[src/design/tcc_pkg.sv]
// Shared types, widths and codes for the touch coordinate calibrator.
// Used by every module of the block; depends on nothing.
`timescale 1ns / 1ps

package tcc_pkg;

    localparam int VALUE_WIDTH = 32;
    localparam int SIZE_W      = 14;
    localparam int RAW_W       = 16;
    localparam int FLAG_W      = 2;
    localparam int CFG_W       = 16;
    localparam int CFG_IDX_W   = 3;
    localparam int IN_DATA_W   = ((VALUE_WIDTH + 7) / 8) * 8;
    localparam int OUT_VAL_W   = 31;
    localparam int OUT_DATA_W  = ((OUT_VAL_W + 7) / 8) * 8;
    localparam int DIFF_W      = VALUE_WIDTH + 2;
    localparam int MAG_W       = VALUE_WIDTH + 1;
    localparam int PROD_W      = MAG_W + SIZE_W;
    localparam int SGN_W       = PROD_W + 2;
    localparam int CLAMP_W     = SIZE_W + 1;
    localparam int CNT_W       = $clog2(PROD_W + 1);

    typedef enum logic [1:0] {
        CMD_X     = 2'd0,
        CMD_Y     = 2'd1,
        CMD_TOUCH = 2'd2,
        CMD_OTHER = 2'd3
    } t_cmd;

    typedef enum logic [1:0] {
        KIND_X      = 2'd0,
        KIND_Y      = 2'd1,
        KIND_BUTTON = 2'd2,
        KIND_OTHER  = 2'd3
    } t_kind;

    typedef enum logic [1:0] {
        ROT_0   = 2'd0,
        ROT_90  = 2'd1,
        ROT_180 = 2'd2,
        ROT_270 = 2'd3
    } t_rot;

    typedef enum logic [CFG_IDX_W-1:0] {
        REG_WIDTH    = 3'd0,
        REG_HEIGHT   = 3'd1,
        REG_X_LOW    = 3'd2,
        REG_X_HIGH   = 3'd3,
        REG_Y_LOW    = 3'd4,
        REG_Y_HIGH   = 3'd5,
        REG_MIRROR   = 3'd6,
        REG_ROTATION = 3'd7
    } t_cfg_idx;

    typedef enum logic [2:0] {
        ST_IDLE,
        ST_MUL,
        ST_DIV,
        ST_POST,
        ST_PUT1,
        ST_PUT2
    } t_state;

    typedef struct packed {
        logic [SIZE_W-1:0] display_width;
        logic [SIZE_W-1:0] display_height;
        logic [RAW_W-1:0]  raw_x_low;
        logic [RAW_W-1:0]  raw_x_high;
        logic [RAW_W-1:0]  raw_y_low;
        logic [RAW_W-1:0]  raw_y_high;
        logic [FLAG_W-1:0] mirror_flags;
        t_rot              rotation;
    } t_cfg;

    localparam logic [SIZE_W-1:0] RST_WIDTH  = SIZE_W'(1920);
    localparam logic [SIZE_W-1:0] RST_HEIGHT = SIZE_W'(1080);
    localparam logic [RAW_W-1:0]  RST_LOW    = RAW_W'(0);
    localparam logic [RAW_W-1:0]  RST_HIGH   = RAW_W'(4095);

endpackage

[src/design/tcc_cfg_regs.sv]
// Configuration register file of the touch coordinate calibrator.
// Depends on tcc_pkg.
`timescale 1ns / 1ps

module tcc_cfg_regs (
    input  logic                            i_clk,
    input  logic                            i_rst_n,
    input  logic                            i_cfg_we,
    input  logic [tcc_pkg::CFG_IDX_W-1:0]   i_cfg_index,
    input  logic [tcc_pkg::CFG_W-1:0]       i_cfg_data,
    output tcc_pkg::t_cfg                   o_cfg
);
    import tcc_pkg::*;

    t_cfg r_cfg;

    always_ff @(posedge i_clk) begin
        if (!i_rst_n) begin
            r_cfg.display_width  <= RST_WIDTH;
            r_cfg.display_height <= RST_HEIGHT;
            r_cfg.raw_x_low      <= RST_LOW;
            r_cfg.raw_x_high     <= RST_HIGH;
            r_cfg.raw_y_low      <= RST_LOW;
            r_cfg.raw_y_high     <= RST_HIGH;
            r_cfg.mirror_flags   <= '0;
            r_cfg.rotation       <= ROT_0;
        end else if (i_cfg_we) begin
            case (t_cfg_idx'(i_cfg_index))
                REG_WIDTH:    r_cfg.display_width  <= i_cfg_data[SIZE_W-1:0];
                REG_HEIGHT:   r_cfg.display_height <= i_cfg_data[SIZE_W-1:0];
                REG_X_LOW:    r_cfg.raw_x_low      <= i_cfg_data[RAW_W-1:0];
                REG_X_HIGH:   r_cfg.raw_x_high     <= i_cfg_data[RAW_W-1:0];
                REG_Y_LOW:    r_cfg.raw_y_low      <= i_cfg_data[RAW_W-1:0];
                REG_Y_HIGH:   r_cfg.raw_y_high     <= i_cfg_data[RAW_W-1:0];
                REG_MIRROR:   r_cfg.mirror_flags   <= i_cfg_data[FLAG_W-1:0];
                REG_ROTATION: r_cfg.rotation       <= t_rot'(i_cfg_data[1:0]);
                default: begin
                end
            endcase
        end
    end

    assign o_cfg = r_cfg;

endmodule

[src/design/tcc_div.sv]
// Serial restoring divider, one quotient bit per cycle.
// Depends on tcc_pkg.
`timescale 1ns / 1ps

module tcc_div (
    input  logic                         i_clk,
    input  logic                         i_rst_n,
    input  logic                         i_start,
    input  logic [tcc_pkg::PROD_W-1:0]   i_dividend,
    input  logic [tcc_pkg::RAW_W-1:0]    i_divisor,
    output logic                         o_done,
    output logic [tcc_pkg::PROD_W-1:0]   o_quotient
);
    import tcc_pkg::*;

    logic              r_busy, n_busy;
    logic              r_done, n_done;
    logic [CNT_W-1:0]  r_cnt, n_cnt;
    logic [RAW_W-1:0]  r_rem, n_rem;
    logic [PROD_W-1:0] r_quo, n_quo;
    logic [RAW_W-1:0]  r_div, n_div;
    logic [RAW_W+1:0]  trial;
    logic              fits;

    always_comb begin
        trial  = {1'b0, r_rem, r_quo[PROD_W-1]} - {2'b00, r_div};
        fits   = !trial[RAW_W+1];
        n_busy = r_busy;
        n_done = 1'b0;
        n_cnt  = r_cnt;
        n_rem  = r_rem;
        n_quo  = r_quo;
        n_div  = r_div;
        if (i_start) begin
            n_busy = 1'b1;
            n_cnt  = CNT_W'(PROD_W);
            n_rem  = '0;
            n_quo  = i_dividend;
            n_div  = i_divisor;
        end else if (r_busy) begin
            n_rem = fits ? trial[RAW_W-1:0] : {r_rem[RAW_W-2:0], r_quo[PROD_W-1]};
            n_quo = {r_quo[PROD_W-2:0], fits};
            n_cnt = r_cnt - CNT_W'(1);
            if (r_cnt == CNT_W'(1)) begin
                n_busy = 1'b0;
                n_done = 1'b1;
            end
        end
    end

    always_ff @(posedge i_clk) begin
        if (!i_rst_n) begin
            r_busy <= 1'b0;
            r_done <= 1'b0;
            r_cnt  <= '0;
        end else begin
            r_busy <= n_busy;
            r_done <= n_done;
            r_cnt  <= n_cnt;
        end
    end

    always_ff @(posedge i_clk) begin
        r_rem <= n_rem;
        r_quo <= n_quo;
        r_div <= n_div;
    end

    assign o_done     = r_done;
    assign o_quotient = r_quo;

endmodule

[src/design/touch_coordinate_calibrator.sv]
// Top level of the touch coordinate calibrator: sequencer, event handling, output word.
// Depends on tcc_pkg, tcc_cfg_regs and tcc_div.
`timescale 1ns / 1ps
//
// Events enter on the s_axis channel: tuser carries the command, tdata the
// signed event value. Calibrated words leave on the m_axis channel: tuser
// carries the kind, tdata the value, tlast marks the final word of an event.
// Write registers via i_cfg_we/i_cfg_index/i_cfg_data only while idle (unenforced).
//
// One event is taken at a time; tready is high only while the sequencer idles.
// X or Y events: a multiply state, a serial divide of one quotient bit per cycle,
// one state of mirror and clamp, then the word is loaded once the output
// register frees. A touch release or other event goes to the load state on
// accept; a touch press arms the pending press and yields no word.
// A coordinate that completes a pending press is followed by a left-button
// word, loaded as soon as the output register frees.
// A stalled receiver holds the output word; the sequencer waits for space
// before loading the next word, so nothing is dropped.
// Reset clears the sequencer, the pending press and the output valid, and
// loads the register defaults.
//

module touch_coordinate_calibrator (
    input  logic                            i_clk,
    input  logic                            i_rst_n,
    input  logic                            i_s_axis_tvalid,
    output logic                            o_s_axis_tready,
    // [31:0] event_value
    input  logic [tcc_pkg::IN_DATA_W-1:0]   i_s_axis_tdata,
    // [1:0] command
    input  logic [1:0]                      i_s_axis_tuser,
    output logic                            o_m_axis_tvalid,
    input  logic                            i_m_axis_tready,
    // [30:0] result_value, [31] zero
    output logic [tcc_pkg::OUT_DATA_W-1:0]  o_m_axis_tdata,
    // [1:0] result_kind
    output logic [1:0]                      o_m_axis_tuser,
    output logic                            o_m_axis_tlast,
    input  logic                            i_cfg_we,
    input  logic [tcc_pkg::CFG_IDX_W-1:0]   i_cfg_index,
    input  logic [tcc_pkg::CFG_W-1:0]       i_cfg_data
);
    import tcc_pkg::*;

    t_cfg cfg;

    t_state                   r_state, n_state;
    t_cmd                     r_cmd, n_cmd;
    logic [VALUE_WIDTH-1:0]   r_value, n_value;
    logic [1:0]               r_pending, n_pending;
    logic                     r_press, n_press;
    logic                     r_neg, n_neg;
    logic                     r_ok, n_ok;
    logic signed [CLAMP_W-1:0] r_coord, n_coord;
    logic                     r_m_valid, n_m_valid;
    t_kind                    r_m_kind, n_m_kind;
    logic [OUT_VAL_W-1:0]     r_m_value, n_m_value;
    logic                     r_m_last, n_m_last;

    logic                     is_x;
    logic [SIZE_W-1:0]        size;
    logic [RAW_W-1:0]         lo;
    logic [RAW_W-1:0]         hi;
    logic                     mirror;
    logic signed [DIFF_W-1:0] sval;
    logic signed [DIFF_W-1:0] lo_ext;
    logic signed [DIFF_W-1:0] diff;
    logic [MAG_W-1:0]         mag;
    logic [PROD_W-1:0]        mul_out;
    logic                     div_start;
    logic                     div_done;
    logic [PROD_W-1:0]        div_quot;
    logic signed [SGN_W-1:0]  quot_s;
    logic signed [SGN_W-1:0]  q;
    logic signed [SGN_W-1:0]  size_s;
    logic signed [SGN_W-1:0]  mir;
    logic signed [CLAMP_W-1:0] size_c;
    logic signed [CLAMP_W-1:0] flipped;
    logic                     flip;
    t_kind                    coord_kind;
    logic                     out_free;
    logic                     in_fire;
    logic [1:0]               axis_bit;
    logic [1:0]               left;

    tcc_cfg_regs u_cfg (
        .i_clk       (i_clk),
        .i_rst_n     (i_rst_n),
        .i_cfg_we    (i_cfg_we),
        .i_cfg_index (i_cfg_index),
        .i_cfg_data  (i_cfg_data),
        .o_cfg       (cfg)
    );

    tcc_div u_div (
        .i_clk      (i_clk),
        .i_rst_n    (i_rst_n),
        .i_start    (div_start),
        .i_dividend (mul_out),
        .i_divisor  (hi - lo),
        .o_done     (div_done),
        .o_quotient (div_quot)
    );

    always_comb begin
        is_x   = (r_cmd == CMD_X);
        size   = is_x ? cfg.display_width : cfg.display_height;
        lo     = is_x ? cfg.raw_x_low : cfg.raw_y_low;
        hi     = is_x ? cfg.raw_x_high : cfg.raw_y_high;
        mirror = is_x ? cfg.mirror_flags[0] : cfg.mirror_flags[1];

        sval    = DIFF_W'(signed'(r_value));
        lo_ext  = {{(DIFF_W-RAW_W){1'b0}}, lo};
        diff    = sval - lo_ext;
        mag     = diff[DIFF_W-1] ? MAG_W'(-diff) : MAG_W'(diff);
        mul_out = mag * size;

        quot_s = {2'b00, div_quot};
        q      = r_neg ? -quot_s : quot_s;
        if (!r_ok) begin
            q = '0;
        end
        size_s = {{(SGN_W-SIZE_W){1'b0}}, size};
        mir    = mirror ? size_s - q : q;

        size_c = {1'b0, size};
        case (cfg.rotation)
            ROT_90: begin
                coord_kind = is_x ? KIND_Y : KIND_X;
                flip       = is_x;
            end
            ROT_180: begin
                coord_kind = is_x ? KIND_X : KIND_Y;
                flip       = 1'b1;
            end
            ROT_270: begin
                coord_kind = is_x ? KIND_Y : KIND_X;
                flip       = !is_x;
            end
            default: begin
                coord_kind = is_x ? KIND_X : KIND_Y;
                flip       = 1'b0;
            end
        endcase
        flipped = flip ? size_c - CLAMP_W'(1) - r_coord : r_coord;
    end

    assign out_free        = !r_m_valid || i_m_axis_tready;
    assign o_s_axis_tready = (r_state == ST_IDLE);
    assign in_fire         = i_s_axis_tvalid && o_s_axis_tready;

    always_comb begin
        n_state   = r_state;
        n_cmd     = r_cmd;
        n_value   = r_value;
        n_pending = r_pending;
        n_press   = r_press;
        n_neg     = r_neg;
        n_ok      = r_ok;
        n_coord   = r_coord;
        n_m_valid = r_m_valid && !i_m_axis_tready;
        n_m_kind  = r_m_kind;
        n_m_value = r_m_value;
        n_m_last  = r_m_last;
        div_start = 1'b0;
        axis_bit  = (t_cmd'(i_s_axis_tuser) == CMD_X) ? 2'b01 : 2'b10;
        left      = r_pending & ~axis_bit;

        case (r_state)
            ST_IDLE: begin
                if (in_fire) begin
                    n_cmd   = t_cmd'(i_s_axis_tuser);
                    n_value = i_s_axis_tdata[VALUE_WIDTH-1:0];
                    n_press = 1'b0;
                    case (t_cmd'(i_s_axis_tuser))
                        CMD_X, CMD_Y: begin
                            n_state = ST_MUL;
                            if ((r_pending & axis_bit) != 2'b00) begin
                                n_pending = left;
                                n_press   = (left == 2'b00);
                            end
                        end
                        CMD_TOUCH: begin
                            if (|i_s_axis_tdata[VALUE_WIDTH-1:0]) begin
                                n_pending = 2'b11;
                            end else begin
                                n_state = ST_PUT1;
                            end
                        end
                        default: n_state = ST_PUT1;
                    endcase
                end
            end
            ST_MUL: begin
                div_start = 1'b1;
                n_neg     = diff[DIFF_W-1];
                n_ok      = (hi > lo);
                n_state   = ST_DIV;
            end
            ST_DIV: begin
                if (div_done) begin
                    n_state = ST_POST;
                end
            end
            ST_POST: begin
                if (mir[SGN_W-1]) begin
                    n_coord = '0;
                end else if (mir >= size_s) begin
                    n_coord = size_c - CLAMP_W'(1);
                end else begin
                    n_coord = mir[CLAMP_W-1:0];
                end
                n_state = ST_PUT1;
            end
            ST_PUT1: begin
                if (out_free) begin
                    n_m_valid = 1'b1;
                    n_m_last  = !r_press;
                    case (r_cmd)
                        CMD_X, CMD_Y: begin
                            n_m_kind  = coord_kind;
                            n_m_value = flipped[CLAMP_W-1] ? '0
                                                           : OUT_VAL_W'(flipped);
                        end
                        CMD_TOUCH: begin
                            n_m_kind  = KIND_BUTTON;
                            n_m_value = '0;
                        end
                        default: begin
                            n_m_kind  = KIND_OTHER;
                            n_m_value = r_value[VALUE_WIDTH-1] ? '0
                                                               : OUT_VAL_W'(r_value);
                        end
                    endcase
                    n_state = r_press ? ST_PUT2 : ST_IDLE;
                end
            end
            ST_PUT2: begin
                if (out_free) begin
                    n_m_valid = 1'b1;
                    n_m_kind  = KIND_BUTTON;
                    n_m_value = OUT_VAL_W'(1);
                    n_m_last  = 1'b1;
                    n_state   = ST_IDLE;
                end
            end
            default: n_state = ST_IDLE;
        endcase
    end

    always_ff @(posedge i_clk) begin
        if (!i_rst_n) begin
            r_state   <= ST_IDLE;
            r_pending <= 2'b00;
            r_m_valid <= 1'b0;
        end else begin
            r_state   <= n_state;
            r_pending <= n_pending;
            r_m_valid <= n_m_valid;
        end
    end

    always_ff @(posedge i_clk) begin
        r_cmd     <= n_cmd;
        r_value   <= n_value;
        r_press   <= n_press;
        r_neg     <= n_neg;
        r_ok      <= n_ok;
        r_coord   <= n_coord;
        r_m_kind  <= n_m_kind;
        r_m_value <= n_m_value;
        r_m_last  <= n_m_last;
    end

    assign o_m_axis_tvalid = r_m_valid;
    assign o_m_axis_tdata  = OUT_DATA_W'(r_m_value);
    assign o_m_axis_tuser  = r_m_kind;
    assign o_m_axis_tlast  = r_m_last;

endmodule

[config.mk]
export PLATFORM = sky130hd
export DESIGN_NAME = touch_coordinate_calibrator
export DESIGN_NICKNAME = d
export VERILOG_FILES = /design/src/design/tcc_pkg.sv /design/src/design/tcc_cfg_regs.sv /design/src/design/tcc_div.sv /design/src/design/touch_coordinate_calibrator.sv
export SDC_FILE = /design/constraint.sdc
export NUM_CORES = 2
export LEC_CHECK = 0
export BUFFER_PORTS_ARGS = -buffer_cell sky130_fd_sc_hd__buf_2
export CAP_MARGIN = 20
export CORE_MARGIN = 10
export CORE_UTILIZATION = 29
export CTS_CLUSTER_DIAMETER = 100
export CTS_CLUSTER_SIZE = 14
export DETAILED_ROUTE_END_ITERATION = 12
export HOLD_SLACK_MARGIN = 0.03
export SLEW_MARGIN = 20
export SYNTH_ARGS = -nofsm -noshare
export SYNTH_HDL_FRONTEND = slang
export SYNTH_HIERARCHICAL = 1
export SYNTH_SLANG_ARGS = --single-unit
[constraint.sdc]
create_clock -name i_clk -period 19.6 [get_ports i_clk]
set_clock_uncertainty 0.15 [all_clocks]
set_input_delay 2.94 -clock i_clk [delete_from_list [all_inputs] [get_ports i_clk]]
set_output_delay 2.94 -clock i_clk [all_outputs]
set_load 0.05 [all_outputs]
* Word-level counts from Yosys, hierarchy flattened
Index checks and enable logic that the tools add are counted.
** Operators by class
- $add $sub $neg :: 9
- Multiply operators :: 1
- Magnitude comparators :: 2
- Equality and inequality tests :: 27
- Muxes and demuxes :: 51
- Bitwise logic cells :: 5
- Reduce and logical (&&, ||, !) cells :: 37
** Operators with widths (count)
- $mux W49 :: 3
- $pmux W31 S2 :: 2
- $mux W47 :: 2
- $mux W31 :: 3
- $ge A49 B15 Y1 :: 1
- $neg A47 Y49 :: 1
- $sub A15 B49 Y49 :: 1
- $mux W16 :: 3
- $mul A33 B14 Y47 :: 1
- $mux W33 :: 1
- $neg A33 Y33 :: 1
- $sub A32 B17 Y33 :: 1
- $reduce_or A32 Y1 :: 1
- $mux W15 :: 2
- $mux W14 :: 2
- $reduce_and A2 Y1 :: 10
- $eq A3 B3 Y1 const B :: 6
- $mux W3 :: 6
- $pmux W3 S6 :: 1
- $sub A17 B16 Y18 :: 1
- $gt A16 B16 Y1 :: 1
- $sub A16 B16 Y16 :: 1
- $sub A14 B1 Y15 const B :: 1
- $sub A15 B15 Y15 :: 1
- other kinds (29) :: 79
** Storage, ports and cells
- Register bits after elaboration :: 275
- Input port bits :: 58
- Output and inout port bits :: 37
- Logic and storage cells :: 159

* Longest topological paths before layout
- Word-level depth :: 9
- Gate-level depth with buffers :: 47
- Mapped depth without buffers :: 40

* Modules after synthesis
Netlist, hierarchy kept.
** By module, submodules not included
- touch_coordinate_calibrator :: instances 1, cells an instance 3310, area each 27223.6 um2, seq. area each 2702.6 um2
- tcc_div :: instances 1, cells an instance 379, area each 4570.6 um2, seq. area each 2372.3 um2
- tcc_cfg_regs :: instances 1, cells an instance 351, area each 3683.5 um2, seq. area each 1921.8 um2

* Worst setup path after synthesis
No wires, ideal clock.
- Path kind :: reg-to-reg
- Start point :: register r_cmd[0]
- End point :: register u_div.r_quo[46] (netlist: u_div/o_quotient[46]) (data pin)
- Setup time :: 0.260 ns
- Data arrival time :: 11.983 ns
- Required time :: 19.190 ns
- Path slack :: 7.207 ns
- Stages on the path, launching flop included :: 45
- Path buffers :: 7
- Period minus slack after synthesis :: 12.393 ns
- Path through :: edfxtp_1 > buf_6 > nor2_8 > buf_1 > clkbuf_1 > buf_1 > clkbuf_1 > mux2_2 > inv_1 > ha_1 > a21o_1 > maj3_2 > a311oi_4 > a21oi_1 > xnor2_1 > or3_1 > nor4_2 > nor4b_4 > [... 9 more ...] > fa_1 > fa_1 > inv_1 > fa_1 > inv_1 > ha_1 > clkbuf_1 > nand3_1 > or2_2 > nor4_1 > a21o_1 > a311oi_1 > o41ai_1 > a21oi_1 > o21ai_0 > a21oi_1 > xnor2_1 > mux2_2
** On the way
- Cells in the longest elaborated chain, start to end :: 7
- Elaborated cells on any way between the ends :: 8
- Those cells by class :: add/sub: 2; mul: 1; mux: 4; reduce/logical: 1
** RTL lines
- start, declared :: RTL line touch_coordinate_calibrator.sv:48 : t_cmd r_cmd, n_cmd;
- start signal, assigned :: RTL line touch_coordinate_calibrator.sv:264 : r_cmd <= n_cmd;
- $logic_not A2 Y1 (*) :: RTL line touch_coordinate_calibrator.sv:106 : is_x = (r_cmd == CMD_X);
- $mux W16 :: RTL line touch_coordinate_calibrator.sv:108 : lo = is_x ? cfg.raw_x_low : cfg.raw_y_low;
- $sub A32 B17 Y33 :: RTL line touch_coordinate_calibrator.sv:114 : diff = sval - lo_ext;
- $neg A33 Y33 :: RTL line touch_coordinate_calibrator.sv:115 : mag = diff[DIFF_W-1] ? MAG_W'(-diff) : MAG_W'(diff);
- $mux W33 :: RTL line touch_coordinate_calibrator.sv:115
- $mul A33 B14 Y47 (*) :: RTL line touch_coordinate_calibrator.sv:116 : mul_out = mag * size;
- via mul_out[46] :: RTL line touch_coordinate_calibrator.sv:69 : logic [PROD_W-1:0] mul_out;
- $mux W47 (*) :: RTL line tcc_div.sv:34 : if (i_start) begin
- via u_div.n_quo[46] :: RTL line tcc_div.sv:20 : logic [PROD_W-1:0] r_quo, n_quo;
- end signal, assigned :: RTL line tcc_div.sv:65 : r_quo <= n_quo;
- end, declared :: RTL line tcc_div.sv:20
Mark *: on every way through the listed nets, which the timed path passes. The rest lies on a longest branch.
A chain may end at the register's enable or synchronous reset.

* Worst setup path in the final report
Same ends and word-level chain as after synthesis.

==> summary.md <==
| Metric | Value |
|---|---|
| Status | finished clean |
| First-pass GRT wire length | 179 mm |
| Post-synthesis compound-gate area fraction | 12.9% |
| Share of cells above drive strength 1 | 9.07% |
| IO buf count | 93 |
| Die X | 370 µm |
| Routed Antenna Nets | 0 |
| Measured slew at the worst slew-check pin | 1.15 ns |
| Synthesized area | 35500 µm² |
| Synth top area cells | fa_1 21%, edfxtp_1 13%, dfxtp_1 7.1% |
| DIE AREA | 137000 µm² |
| Dominant synthesized flop cell | edfxtp_1 |
| Num CTS Buffers | 27 |
| Pin count of the biggest net entering global routing | 73 |
| Area share of fa/ha/maj cells after synthesis | 27.8% |
| First drt pass iteration count | 8 |
| Final setup vio count | 0 |
| XOR/XNOR share of the synthesized area | 5.51% |
| Setup tns final | 0 ns |
| Core area | 122000 µm² |
| Hold buffer count at CTS | 0 |
| Sink Count | 275 |
| Worst EP required | 19.82 ns |
| GRT Total Usage | 16.4% |
| Syn Area/Cell | 8.78 µm² |
| Final net count | 4650 |
| Fin. Hold Viols | 0 |
| RSZ-0062 raised after global routing | no |
| CP max stage delay | 0.94 ns |
| Kind of critical path | register to register |
| Placed instance area | 37600 µm² |
| Clk Latency, worst-skew pair | 0.62 ns |
| DR vias | 30100 |
| Finished Cell Area | 38500 µm² |
| Buf/Inv on CP | 6 |
| CP arrival | 12.79 ns |
| R2r setup slk | 7.04 ns |
| Clk slew on worst S/H paths | 0.08 ns |
| Detailed-route DRC error count | 0 |
| Routed vias/inst | 5.30 |
| Most used cell, CP | fa_1 |
| Initial antenna violation count | 5 |
| Clock buffer depth | 3 |
| Cell family with the largest share of critical-path delay | compound AO/OA/AOI/OAI gates |
| Mux contribution to synthesized area | 6.36% |
| Slew Limit Fails | 0 |
| Final WL | 115 mm |
| Fillers | 12900 |
| Post-CTS Resized | 0 |
| Area Overhead vs Synth | 8.51% |
| Max-Slew Margin vs Limit | 23.3% |
| Wire per inst | 20.3 µm |
| Syn. warnings | 6 |
| DRC marker count from the first detailed-route iteration | 2558 |
| Slowest cell on the critical path | xor2_1 |
| Std cell rows | 128 |
| Critical Path Start Type | register |
| CTS Root Buffer Type | clkbuf_16 |
| Synth top cells by count | 469 x nand2_1, 461 x inv_1, 374 x fa_1, 371 x nor2_1, 180 x ha_1 |
| Post-Synth Simple-Gate Area | 20.4% |
| Crit Path Max Fanout | 34 |
| Yosys top cell by area | fa_1 |
| Hold Path Class | register to register |
| Seq/Total Area, Yosys | 19.7% |
| Detailed Place HPWL | 88.9 mm |
| Initial Utilization | 29.1% |
| GRT overflow | 0 |
| Post-CTS setup buffers | 0 |
| Worst-case hold slack | 0.311 ns |
| I/O pin count | 95 |
| Asr flop ratio synth | 0% |
| Final period util | 64.1% |
| Most frequent cell after synthesis | nand2_1 |
| Largest family of logic cells by synthesized area | adder cells |
| Die H | 370 µm |
| GPL Wtd Cong | 0.942 |
| Crit path time final | 12.56 ns |
| TritonCTS clock tree | yes |
| H-tree levels | 1 |
| Synthesized instance count | 4040 |
| Post-synth top area share | 21.1% |
| Highest Clock Rate | 79.6 MHz |
| Post-synth cell types | 124 |
| Vias in the first global route | 30000 |
| Crit. End Element | register |
| Post-synth EDFFs | 149 |
| Max-cap violations | 0 |
| Synthesis-stage register bit count | 275 |
-- state kept, by name, indices dropped and copies added, names as in the netlist, named ones only --
signal and flops:
u_div/r_busy 1, r_m_value 31, r_cmd 2, u_div/r_rem 16, r_press 1, u_div/o_quotient 47
u_div/r_div 16, o_m_axis_tuser 2, o_m_axis_tlast 1, r_coord 15, r_state 3, r_pending 1
u_div/o_done 1, o_m_axis_tvalid 1, u_div/r_cnt 6, r_value 32, r_ok 1, r_neg 1
u_cfg/o_cfg 96
-- placed cells by master (no fill, tap or decap), types with 17 or more instances in the layout --
master | Yosys | routed
or3_1 | 26 | 26
o31ai_1 | 24 | 24
nand2b_1 | 45 | 45
nand3_1 | 79 | 79
or4_1 | 24 | 24
and4_1 | 18 | 18
buf_2 | 27 | 92
inv_1 | 461 | 459
nand2_1 | 469 | 469
nor4_1 | 39 | 39
fa_1 | 374 | 374
xor2_1 | 80 | 80
nor3b_1 | 19 | 18
and2_1 | 53 | 52
mux2_2 | 70 | 70
xnor2_1 | 135 | 133
or2_2 | 21 | 21
mux2i_1 | 141 | 138
a21oi_1 | 113 | 113
and3_1 | 27 | 27
a21o_1 | 58 | 58
o21ai_0 | 129 | 128
nor2_1 | 371 | 370
nor2b_1 | 72 | 71
o21a_1 | 23 | 23
dfxtp_1 | 126 | 126
nor3_1 | 69 | 69
ha_1 | 180 | 180
clkbuf_16 | 0 | 29
o211ai_1 | 20 | 20
buf_4 | 10 | 51
a211oi_1 | 17 | 17
edfxtp_1 | 149 | 149
a31oi_1 | 41 | 41
nand4_1 | 61 | 61
-- path summary, 6_finish.rpt --
check,depth (start not counted),from,end
setup / recovery,36,r_cmd[0]$_DFFE_PP_,u_div/o_quotient[46]$_DFFE_PP_
hold / removal,2,u_cfg/o_cfg[50]$_SDFFE_PN0P_,u_cfg/o_cfg[50]$_SDFFE_PN0P_
setup reg to reg,36,r_cmd[0]$_DFFE_PP_,u_div/o_quotient[46]$_DFFE_PP_
hold reg to reg,2,u_cfg/o_cfg[50]$_SDFFE_PN0P_,u_cfg/o_cfg[50]$_SDFFE_PN0P_
-- cell type report --
type	instances	area [µm²]	area share (%)
inverters	466	1750	4.55
diodes	1	2.50	0.00650
well taps	1625	2030	5.28
repair buffers	143	843	2.19
flip-flops and latches	275	7000	18.2
multi-input cells	3125	26000	67.6
clock buffers	41	771	2.00
clock inverters	8	88.8	0.231
-- routing by layer --
layer  vias to the layer above  global-route usage [%]  routed length [µm]
met5                         -                       0                   7
met4                         2                    4.88                3850
met3                       210                    2.32                8530
met2                      1162                    26.8               52200
met1                     15000                    22.4               50600
li1                      13700                       -                   -
-- stage by stage --
step / utilization (%) / setup WS (ns) / instances
floorplan: - / 7.21 / 4053
global placement: 30.9 / 7.42 / 5634
detailed placement: 30.9 / 7.22 / 5634
finish: 31.6 / 7.04 / 5684
CTS: 31.6 / 7.18 / 5683
global route: 31.6 / 6.05 / 5683
-- kinds of logic after synthesis --
kind of cell / count (synthesis)
DFF: 275
and+or+nand+nor: 1464
AOI/OAI and AO/OA: 646
other: 2
xor gates and xnor gates: 219
adders and majority gates: 566
muxes: 215
buffers and inverters: 653
-- worst reg2reg max path, delay by kind of cell (launching register included) --
family,cells,cell delay (ns)
simple gates,7,1.76
xor+xnor,3,1.22
buf+inv,6,1.14
fa+ha+maj,7,3.40
flops,1,0.36
mux,2,0.54
compound gates,11,3.74
Power is not shown: default switching activity piles up to over one toggle a cycle in this logic, so the estimate is an artifact.
